--- config.mk ---
export PLATFORM = sky130hd
export DESIGN_NAME = sorted_insert_table_core
export DESIGN_NICKNAME = d
export VERILOG_FILES = /design/src/design/sit_pkg.sv /design/src/design/sit_ram.sv /design/src/design/sit_apb_regs.sv /design/src/design/sit_seq.sv /design/src/design/sorted_insert_table_core.sv
export SDC_FILE = /design/constraint.sdc
export NUM_CORES = 2
export LEC_CHECK = 0
export BUFFER_PORTS_ARGS = -buffer_cell sky130_fd_sc_hd__clkbuf_2
export CORE_UTILIZATION = 45
export CTS_BUF_LIST = sky130_fd_sc_hd__clkbuf_4
export CTS_CLUSTER_DIAMETER = 100
export CTS_CLUSTER_SIZE = 24
export DETAILED_ROUTE_END_ITERATION = 7
export PLACE_DENSITY_LB_ADDON = 0.12
export SETUP_SLACK_MARGIN = 0.4
export SYNTH_ARGS = -nofsm -noshare
export SYNTH_HDL_FRONTEND = slang
export SYNTH_HIERARCHICAL = 1
export SYNTH_SLANG_ARGS = --single-unit
--- constraint.sdc ---
create_clock -name clk -period 6.83 [get_ports clk]
set_input_delay 1.0245 -clock clk [delete_from_list [all_inputs] [get_ports clk]]
set_output_delay 1.0245 -clock clk [all_outputs]
set_load 0.02 [all_outputs]
--- src/design/sit_pkg.sv ---
// Shared constants, types and helpers of the sorted insert table.
`default_nettype none
package sit_pkg;

  localparam int TABLE_DEPTH = 32;
  localparam int IDX_W = (TABLE_DEPTH > 1) ? $clog2(TABLE_DEPTH) : 1;
  localparam int CNT_W = $clog2(TABLE_DEPTH + 1);
  localparam int KEY_W = 32;

  typedef logic signed [KEY_W-1:0] key_t;
  typedef logic [IDX_W-1:0] idx_t;
  typedef logic [CNT_W-1:0] cnt_t;

  typedef enum logic [1:0] {
    ACT_INSERT = 2'd0,
    ACT_READ   = 2'd1,
    ACT_CLEAR  = 2'd2,
    ACT_NONE   = 2'd3
  } action_t;

  typedef enum logic [1:0] {
    ST_OK    = 2'd0,
    ST_FULL  = 2'd1,
    ST_RANGE = 2'd2
  } status_t;

  localparam logic [0:0] REG_ORDER = 1'b0;

  typedef struct packed {
    logic en;
    idx_t addr;
    key_t data;
  } ram_wr_t;

  // True when a stored entry sits in front of the key being placed.
  function automatic logic goes_before(key_t entry, key_t key, logic ascending);
    goes_before = ascending ? (entry <= key) : (key <= entry);
  endfunction

endpackage
`default_nettype wire

--- src/design/sit_ram.sv ---
// Simple dual-port synchronous RAM with a registered read.
`default_nettype none
module sit_ram #(
  parameter int DEPTH = 32,
  parameter int WIDTH = 32,
  parameter int AW = 5
) (
  input  wire logic             clk,
  input  wire logic             wr_en,
  input  wire logic [AW-1:0]    wr_addr,
  input  wire logic [WIDTH-1:0] wr_data,
  input  wire logic [AW-1:0]    rd_addr,
  output logic      [WIDTH-1:0] rd_data
);

  logic [WIDTH-1:0] mem [DEPTH];

  always_ff @(posedge clk) begin
    if (wr_en) begin
      mem[wr_addr] <= wr_data;
    end
    rd_data <= mem[rd_addr];
  end

endmodule
`default_nettype wire

--- src/design/sit_apb_regs.sv ---
// APB configuration register holding the sort order.
`default_nettype none
module sit_apb_regs (
  input  wire logic        clk,
  input  wire logic        rst,
  input  wire logic        psel,
  input  wire logic        penable,
  input  wire logic        pwrite,
  input  wire logic [2:0]  paddr,
  input  wire logic [31:0] pwdata,
  output logic      [31:0] prdata,
  output logic             pready,
  output logic             ascending_order
);
  import sit_pkg::*;

  logic wr_xfer;

  assign pready  = 1'b1;
  assign wr_xfer = psel & penable & pwrite & pready;

  always_ff @(posedge clk) begin
    if (rst) begin
      ascending_order <= 1'b1;
    end else if (wr_xfer && paddr[2] == REG_ORDER) begin
      ascending_order <= pwdata[0];
    end
  end

  always_comb begin
    prdata = '0;
    if (paddr[2] == REG_ORDER) begin
      prdata[0] = ascending_order;
    end
  end

endmodule
`default_nettype wire

--- src/design/sit_seq.sv ---
// Sequencer that scans, shifts and places entries through the table RAM.
`default_nettype none
module sit_seq (
  input  wire logic              clk,
  input  wire logic              rst,
  input  wire logic              ascending_order,
  input  wire logic              in_valid,
  output logic                   in_ready,
  input  wire logic [1:0]        action,
  input  wire logic signed [31:0] key_value,
  input  wire logic [4:0]        read_index,
  output logic                   out_valid,
  input  wire logic              out_ready,
  output logic [5:0]             position,
  output logic [5:0]             entry_count,
  output logic signed [31:0]     read_value,
  output logic [1:0]             status,
  output sit_pkg::idx_t          rd_addr,
  input  wire sit_pkg::key_t     rd_data,
  output sit_pkg::ram_wr_t       ram_wr
);
  import sit_pkg::*;

  localparam int CMP_W = (CNT_W > 5) ? CNT_W : 5;

  typedef enum logic [2:0] {
    S_IDLE,
    S_SCAN,
    S_SHIFT,
    S_PLACE,
    S_RDWAIT,
    S_FINISH
  } state_t;

  state_t  state;
  cnt_t    count;
  cnt_t    pos;
  cnt_t    wr_tgt;
  key_t    key;
  cnt_t    res_pos;
  key_t    res_val;
  status_t res_status;
  cnt_t    pos_inc;
  logic    hit_before;
  logic    ridx_ok;

  assign in_ready   = (state == S_IDLE);
  assign pos_inc    = pos + cnt_t'(1);
  assign hit_before = goes_before(rd_data, key, ascending_order);
  assign ridx_ok    = CMP_W'(read_index) < CMP_W'(count);

  always_comb begin
    case (state)
      S_IDLE:  rd_addr = (action == ACT_READ) ? idx_t'(read_index) : '0;
      S_SCAN:  rd_addr = hit_before ? idx_t'(pos_inc) : idx_t'(count - cnt_t'(1));
      S_SHIFT: rd_addr = idx_t'(wr_tgt - cnt_t'(2));
      default: rd_addr = '0;
    endcase
  end

  always_comb begin
    case (state)
      S_SHIFT: ram_wr = '{en: 1'b1, addr: idx_t'(wr_tgt), data: rd_data};
      S_PLACE: ram_wr = '{en: 1'b1, addr: idx_t'(pos), data: key};
      default: ram_wr = '{en: 1'b0, addr: '0, data: '0};
    endcase
  end

  always_ff @(posedge clk) begin
    if (rst) begin
      state     <= S_IDLE;
      count     <= '0;
      out_valid <= 1'b0;
    end else begin
      if (out_valid && out_ready && state != S_FINISH) begin
        out_valid <= 1'b0;
      end
      case (state)
        S_IDLE: begin
          if (in_valid) begin
            res_pos    <= '0;
            res_val    <= '0;
            res_status <= ST_OK;
            key        <= key_value;
            pos        <= '0;
            case (action)
              ACT_INSERT: begin
                if (count == cnt_t'(TABLE_DEPTH)) begin
                  res_status <= ST_FULL;
                  state      <= S_FINISH;
                end else if (count == '0) begin
                  state <= S_PLACE;
                end else begin
                  state <= S_SCAN;
                end
              end
              ACT_READ: begin
                if (ridx_ok) begin
                  state <= S_RDWAIT;
                end else begin
                  res_status <= ST_RANGE;
                  state      <= S_FINISH;
                end
              end
              ACT_CLEAR: begin
                count <= '0;
                state <= S_FINISH;
              end
              default: state <= S_FINISH;
            endcase
          end
        end
        S_SCAN: begin
          if (hit_before) begin
            pos <= pos_inc;
            if (pos_inc == count) begin
              state <= S_PLACE;
            end
          end else begin
            wr_tgt <= count;
            state  <= S_SHIFT;
          end
        end
        S_SHIFT: begin
          wr_tgt <= wr_tgt - cnt_t'(1);
          if (wr_tgt == pos_inc) begin
            state <= S_PLACE;
          end
        end
        S_PLACE: begin
          count   <= count + cnt_t'(1);
          res_pos <= pos;
          state   <= S_FINISH;
        end
        S_RDWAIT: begin
          res_val <= rd_data;
          state   <= S_FINISH;
        end
        S_FINISH: begin
          if (!out_valid || out_ready) begin
            out_valid   <= 1'b1;
            position    <= 6'(res_pos);
            entry_count <= 6'(count);
            read_value  <= res_val;
            status      <= res_status;
            state       <= S_IDLE;
          end
        end
        default: state <= S_IDLE;
      endcase
    end
  end

endmodule
`default_nettype wire

--- src/design/sorted_insert_table_core.sv ---
// Top level of the sorted insert table: configuration port, sequencer and table RAM.
// Clear, a dropped insert and an out-of-range read go straight to the result, and a
// read first waits for the registered RAM read. An insert at position p into a table
// of n entries takes p + 1 scan reads, n - p shift steps and one placement when p < n;
// when the key goes last there are no shift steps. The result is issued once the output is free.
// One item is worked at a time; the single read port of the table RAM sets the pace.
// Reset empties the table and selects ascending order; the RAM contents are not cleared.
`default_nettype none
module sorted_insert_table_core (
  input  wire logic              clk,
  input  wire logic              rst,
  input  wire logic              psel,
  input  wire logic              penable,
  input  wire logic              pwrite,
  input  wire logic [2:0]        paddr,
  input  wire logic [31:0]       pwdata,
  output logic      [31:0]       prdata,
  output logic                   pready,
  input  wire logic              in_valid,
  output logic                   in_ready,
  input  wire logic [1:0]        action,
  input  wire logic signed [31:0] key_value,
  input  wire logic [4:0]        read_index,
  output logic                   out_valid,
  input  wire logic              out_ready,
  output logic [5:0]             position,
  output logic [5:0]             entry_count,
  output logic signed [31:0]     read_value,
  output logic [1:0]             status
);
  import sit_pkg::*;

  logic    ascending_order;
  idx_t    rd_addr;
  key_t    rd_data;
  ram_wr_t ram_wr;

  sit_apb_regs u_regs (
    .clk             (clk),
    .rst             (rst),
    .psel            (psel),
    .penable         (penable),
    .pwrite          (pwrite),
    .paddr           (paddr),
    .pwdata          (pwdata),
    .prdata          (prdata),
    .pready          (pready),
    .ascending_order (ascending_order)
  );

  sit_seq u_seq (
    .clk             (clk),
    .rst             (rst),
    .ascending_order (ascending_order),
    .in_valid        (in_valid),
    .in_ready        (in_ready),
    .action          (action),
    .key_value       (key_value),
    .read_index      (read_index),
    .out_valid       (out_valid),
    .out_ready       (out_ready),
    .position        (position),
    .entry_count     (entry_count),
    .read_value      (read_value),
    .status          (status),
    .rd_addr         (rd_addr),
    .rd_data         (rd_data),
    .ram_wr          (ram_wr)
  );

  sit_ram #(
    .DEPTH (TABLE_DEPTH),
    .WIDTH (KEY_W),
    .AW    (IDX_W)
  ) u_ram (
    .clk     (clk),
    .wr_en   (ram_wr.en),
    .wr_addr (ram_wr.addr),
    .wr_data (ram_wr.data),
    .rd_addr (rd_addr),
    .rd_data (rd_data)
  );

endmodule
`default_nettype wire
# Word-level counts from Yosys, hierarchy flattened
# Memory sizes are Yosys's and may differ from the RTL's. A register that Yosys moved wholly into a read port is not among the register bits.
# Cells that the tools add are included.
dict set report totals {
  regBits 141
  mem_bits_rw 1024
  input_bits 81
  output_inout_bits 81
  elab_cells 101
  mem_count 1
}
# memory depth word_bits rd rd_clocked_by_memory_dff write_ports line
set memory_table {}
lappend memory_table {u_ram.mem 32 32 1 1 1 sit_ram.sv:16} ;# logic [WIDTH-1:0] mem [DEPTH];
dict set report classes {
  n_addsub 5
  order_cmp 3
  n_eq_ne 18
  n_mux 35
  bitwise 4
  reduce_logical 21
}
# operator count
set op_table {}
lappend op_table {{$pmux 38 s2} 1}
lappend op_table {{$le 32x32->1} 2}
lappend op_table {{$pmux 32 s2} 1}
lappend op_table {{$pmux 6 s2} 4}
lappend op_table {{$mux 32} 1}
lappend op_table {{$mux 6} 5}
lappend op_table {{$mux 3} 6}
lappend op_table {{$reduce_and 3->1} 6}
lappend op_table {{$pmux 3 s5} 1}
lappend op_table {{$pmux 5 s3} 1}
lappend op_table {{$add 6x1->6 const B} 2}
lappend op_table {{$eq 6x6->1} 2}
lappend op_table {{$mux 5} 2}
lappend op_table {{$mux 1} 9}
lappend op_table {{$ne 2x1->1 const B} 4}
lappend op_table {{$reduce_and 4->1} 2}
lappend op_table {{$reduce_bool 2->1} 4}
lappend op_table {{$eq 3x2->1 const B} 2}
lappend op_table {{$eq 3x3->1 const B} 2}
lappend op_table {{$eq 6x6->1 const B} 1}
lappend op_table {{$logic_not 6->1} 1}
lappend op_table {{$lt 5x6->1} 1}
lappend op_table {{$ne 3x3->1 const B} 2}
lappend op_table {{$pmux 3 s2} 1}
lappend op_table {{other kinds (17)} 23}

# Longest topological paths before layout
dict set report depth {
  depth_word 6
  mapped_depth 18
  ltp_nobuf 15
}

# Cells and area by module
# The synthesis kept the hierarchy.
# module instances cells_per_inst area_per_inst_um2 seq_area_each_um2
set modules_own_cells {}
lappend modules_own_cells {sit_ram 1 2260 40492.6 31390.1}
lappend modules_own_cells {sit_seq 1 560 6856.6 4103.9}
lappend modules_own_cells {sit_apb_regs 1 40 315.3 20.0}

# Worst setup path before layout
# Ideal clock, no wire load.
dict set report synth_timing {
  kind {register to register}
  startpoint {register u_seq.state[0]}
  endpoint {register u_seq.entry_count[0] (enable)}
  setup_ps 506
  t_arrival_ps 4518
  t_required_ps 6324
  slack_ps 1805
  stages_incl_launch_ff 6
  n_path_buf 3
  synth_period_minus_slack_ps 5025
  path_cell_list {dfxtp_1 > clkbuf_1 > clkbuf_1 > buf_1 > nand3_1 > nor3_1}
}
dict set report synth_via {
  elab_chain_len 2
}
# element line
set synth_rtl {}
lappend synth_rtl {{start: declaration} sit_seq.sv:35} ;# state_t state;
lappend synth_rtl {{start signal: assignment} sit_seq.sv:71} ;# state <= S_IDLE;
lappend synth_rtl {{start signal: assignment} sit_seq.sv:90} ;# state <= S_FINISH;
lappend synth_rtl {{start signal: assignment} sit_seq.sv:92} ;# state <= S_PLACE;
lappend synth_rtl {{$eq 3x3->1} sit_seq.sv:78} ;# case (state)
lappend synth_rtl {{$reduce_and 3->1 (no source line)} -}
lappend synth_rtl {{end signal: assignment} sit_seq.sv:143} ;# entry_count <= 6'(count);
lappend synth_rtl {{end: declaration} sit_seq.sv:15} ;# output logic [5:0] entry_count,
# No other way between the ends.
# A chain may end at the register's enable or synchronous reset.

# Worst setup path after layout
dict set report layout_timing {
  startpoint {register u_seq.key[25]}
  endpoint {register u_ram.rd_data[5], read port of u_ram.mem}
}
dict set report layout_via {
  elab_chain_len 4
  word_cells_on_any_way 5
  classes_between {order compare: 2; mux: 3}
}
# element line
set layout_rtl {}
lappend layout_rtl {{start: declaration} sit_seq.sv:39} ;# key_t key;
lappend layout_rtl {{start signal: assignment} sit_seq.sv:84} ;# key <= key_value;
lappend layout_rtl {{$le 32x32->1} sit_pkg.sv:37} ;# goes_before = ascending ? (entry <= key) : (key <= entry);
lappend layout_rtl {{$mux 1 *} sit_pkg.sv:37}
lappend layout_rtl {{$mux 5 *} sit_seq.sv:55} ;# S_SCAN: rd_addr = hit_before ? idx_t'(pos_inc) : idx_t'(count - cnt_t'(1));
lappend layout_rtl {{$pmux 5 s3 *} sit_seq.sv:53} ;# case (state)
lappend layout_rtl {{via rd_addr[0]} sorted_insert_table_core.sv:34} ;# idx_t rd_addr;
lappend layout_rtl {{end: declaration} sit_ram.sv:13} ;# output logic [WIDTH-1:0] rd_data
# Mark *: on every way through the listed nets, which the timed path passes. The rest lies on a longest branch.

==> key figures <==
CTS
  – Hold buffer count at cts: 0
  – Root buffer selected by CTS: sky130_fd_sc_hd__clkbuf_4
  – TritonCTS clock tree: built
  – Total setup buffers inserted after CTS: 0
  – Largest buffer count on any clock path: 3
  – Num Clock Sinks: 1197
  – Max H-tree Level: 2
  – Count of instances resized after the clock tree is built: 0
  – Number of buffers created by CTS: 55
  – Clock-pin slew on the worst setup and hold paths: about 0.23 ns
  – Clock latency of the later-clocked register in the worst-skew pair: 1.05 ns

Layout
  – Share of cells above drive strength 1: around an eighth
  – Most frequent cells in the layout: sky130_fd_sc_hd__edfxtp_1 (1154), sky130_fd_sc_hd__mux2i_1 (545), sky130_fd_sc_hd__a21oi_1 (117), sky130_fd_sc_hd__nand2_1 (115), sky130_fd_sc_hd__nand3_1 (108)
  – Most common library cell in the layout ignoring fill and taps: sky130_fd_sc_hd__edfxtp_1
  – Utilization after layout: 48.50%
  – Area of the multi-input gates: between 10000 and 15000 um2
  – NumNets Final: approximately 3000
  – Filler cell count: 8890
  – FF+latch area: ~36000 um2
  – Area Growth Syn to Fin: 6.972%

Critical path
  – Peak per-stage delay on the critical path: 0.76 ns
  – Path depth of the worst reg2reg path: 16
  – Capture point of the critical path: u_ram/rd_data[5]$_DFF_P_
  – Endpoint of the worst-slack reg-to-reg timing path: u_ram/rd_data[5]$_DFF_P_
  – Most frequent cell on the critical path: sky130_fd_sc_hd__buf_12
  – Worst reg2reg setup slack: around 1.2 ns
  – Worst path arrival time: 6.46 ns
  – Startpoint of the most critical setup path: u_seq/key[25]$_DFFE_PP_
  – Reg-to-reg startpoint: u_seq/key[25]$_DFFE_PP_
  – Critical path, cell by cell: ha_1, a211oi_1, o31a_1, a21boi_0, o22ai_2, o31ai_1, nand2_4, o21a_1, o21ai_4, buf_12, buf_12, mux2i_1, a22o_1, nor3_1, a31oi_1, nand3_1
  – Top fanout value on the critical path: 46
  – Start-to-end type of the worst setup path: reg -> reg
  – Required @ worst endpoint: 7.68 ns
  – Nature of the critical path endpoint: flip-flop
  – Type of origin of the critical path: flip-flop
  – Critical-path cell with the highest stage delay: sky130_fd_sc_hd__o31ai_1

Logic synthesis
  – Synth Area per Inst: around 17 um2
  – Count of flip-flops with a built-in enable after synthesis: 1154
  – Post-synthesis instance total: 2860
  – YS warnings: 6
  – Unique cell type count in the Yosys netlist: 61
  – Portion of the post-synthesis area used by sequential elements: 74.51%
  – Primary flip-flop cell chosen by synthesis mapping: sky130_fd_sc_hd__edfxtp_1
  – Syn Std Cell Area: about 48000 um2
  – Flops & latches, synth: 1197
  – Async SR Flop Fraction: 0%

Global routing
  – Vias in the first global route: 24630
  – Total routing resource utilization after global routing: 21.00%
  – Antenna violations before repair: 6
  – First-pass GRT wire length: 164500 um
  – Overflow after GRT: 0
  – Maximum number of pins on one net before global-route repair: 96

Timing
  – Final setup violation count: 0
  – Final worst clock skew: 0.04829 ns
  – Number of max-slew violations in the final report: 0
  – Final Hold Vio Count: 0
  – Share of the cycle needed by the critical path after routing: between 80 and 90%
  – RSZ-0062 raised after global routing: no
  – Clock period minus worst slack: about 5.6 ns
  – Max Clk Rate: ~0.18 GHz
  – Final hold slack: 0.1608 ns
  – Worst slew slack as a fraction of its limit: 15.83%
  – Sum of negative setup slack: 0 ns
  – Slew at the pin closest to its max-slew limit: 1.261 ns

Hold path
  – Class of the worst hold path: in -> reg

Die
  – Overall die width: 327.5 um
  – Number of cell rows: about 120
  – Core region area: 105100 um2
  – I/O pin total: between 150 and 200
  – Die Height: 327.5 um
  – Floorplan die area: 107200 um2
  – Starting density of the core: a little under half

Pwr
  – Worst IR drop on VDD: 0.6093 mV
  – Power Dens Cells: ~460 nW/um2
  – Leakage power: 0.01743 uW

Drt
  – Vias post-DR: 24600
  – Remaining routing DRC violations: 0
  – Wire length per cell after detailed routing: about 26 um
  – Number of iterations in the first detailed-routing pass: 5
  – First-iteration detailed-routing DRC count: around 1900
  – Post-route antenna net violation count: 0
  – Detail-routed via count per cell: 5.588
  – Sum of routed wire length over all layers: 113400 um

Flow run
  – Max-capacitance violation count: 0

Place
  – Routability cong.: slightly above 0.8
  – Count of buffers inserted at the top-level ports: 96
  – HPWL Detailed: 70310 um

Run status
  – Run status: finished, final reports clean
[worst min path at each step]
stage	from	endpoint	slack [ns]	depth (start not counted)
6_report	key_value[6]	u_seq/key[6]$_DFFE_PP_	0.16	1
5_1_grt	key_value[10]	u_seq/key[10]$_DFFE_PP_	0.05	1
4_1_cts	key_value[22]	u_seq/key[22]$_DFFE_PP_	0.04	1
3_5_place_dp	u_seq/res_pos[0]$_SDFFCE_PP0P_	u_seq/position[0]$_DFFE_PP_	0.41	0
3_3_place_gp	u_seq/res_val[17]$_SDFFCE_PP0P_	u_seq/read_value[17]$_DFFE_PP_	0.40	0
2_1_floorplan	u_seq/res_pos[0]$_SDFFCE_PP0P_	u_seq/position[0]$_DFFE_PP_	0.40	0
[final cells by class]
type | count | area share [%]
diodes | 6 | 0.02945
repair buffers | 197 | 2.822
flip-flops and latches | 1197 | 69.65
clock inverters | 1 | 0.007362
multi-input cells | 1465 | 22.27
clock buffers | 100 | 1.472
inverters | 45 | 0.3313
well taps | 1391 | 3.413
[power breakdown]
group          internal [uW]  switching [uW]  total [uW]
clock network            645            2010        2660
logic                   4450            7470       11900
registers               8810             235        9050
total                  13900            9710       23600
[through the flow]
stage	total power (uW)	setup WS, ns	std cells	area [um2]
after floorplan	17410	1.805	2890	47780
after global placement	21010	1.273	4295	50220
after detailed placement	21130	1.261	4295	50220
after CTS	23740	1.259	4396	50970
after global routing	24820	0.9893	4401	50990
final	23620	1.218	4402	50990
[cells in the mapped netlist, drive strengths merged, types with 2 or more instances]
library cell	instances	share of area (%)
nand4b	2	0.068
nand4	7	0.092
nand3	109	1.2
xnor2	19	0.35
a21o	7	0.11
a31oi	34	0.45
nor2	104	0.82
nor4	5	0.066
ha	42	1.1
mux2i	545	11
nand3b	6	0.094
nor4b	2	0.037
nand2	117	0.94
conb	2	0.016
or2	2	0.026
and2	34	0.45
buf	122	1.8
or3b	3	0.055
o31ai	3	0.047
a22o	64	1.2
a21oi	117	1.2
nand2b	6	0.079
o31a	2	0.037
a211o	2	0.039
nor3	40	0.42
nor2b	5	0.066
o21ai	12	0.13
or4	2	0.047
or3	2	0.026
o21a	5	0.079
mux2	2	0.055
edfxtp	1154	73
a21boi	4	0.063
a22oi	99	1.6
dfxtp	43	1.8
clkbuf	61	0.50
inv	44	0.35
a2111oi	2	0.037
xor2	10	0.18
a211oi	3	0.058
and3	6	0.079
[logic make-up (layout without fill, tap and decap cells)]
logic type / Yosys count / after routing / synth area share, %
AOI/OAI and AO/OA: 360 / 360 / 5.127
xor gates and xnor gates: 29 / 29 / 0.5329
adders and majority gates: 42 / 42 / 1.102
buffers and inverters: 228 / 343 / 2.646
DFF: 1197 / 1197 / 74.51
muxes: 547 / 547 / 11.50
other: 2 / 38 / 0.01576
and+or+nand+nor: 455 / 455 / 4.568
[per-layer routing]
| layer | GRT usage (%) | vias to the layer above | routed length, um |
|---|---|---|---|
| met5 | 0 | - | 13 |
| met4 | 4.551 | 2 | 2177 |
| met3 | 2.743 | 114 | 5281 |
| met2 | 36.45 | 599 | 56970 |
| met1 | 28.16 | 12690 | 49000 |
| li1 | - | 11190 | - |
[registers in the layout (all words and copies together), names as in the netlist]
name,count
u_ram/mem,1024
u_ram/rd_data,32
u_regs/ascending_order,1
u_seq/count,6
u_seq/entry_count,6
u_seq/key,32
u_seq/out_valid,1
u_seq/pos,6
u_seq/position,6
u_seq/read_value,32
u_seq/res_pos,6
u_seq/res_status,2
u_seq/res_val,32
u_seq/state,3
u_seq/status,2
u_seq/wr_tgt,6
[worst max-delay path, delay by kind of cell, from the launching register on]
family | cells | cell delay, ns
simple gates | 3 | 0.60
compound gates | 9 | 3.05
mux | 1 | 0.22
buf+inv | 2 | 0.72
fa+ha+maj | 1 | 0.31
flops | 1 | 0.47
Power figures use the tool's default switching activity.
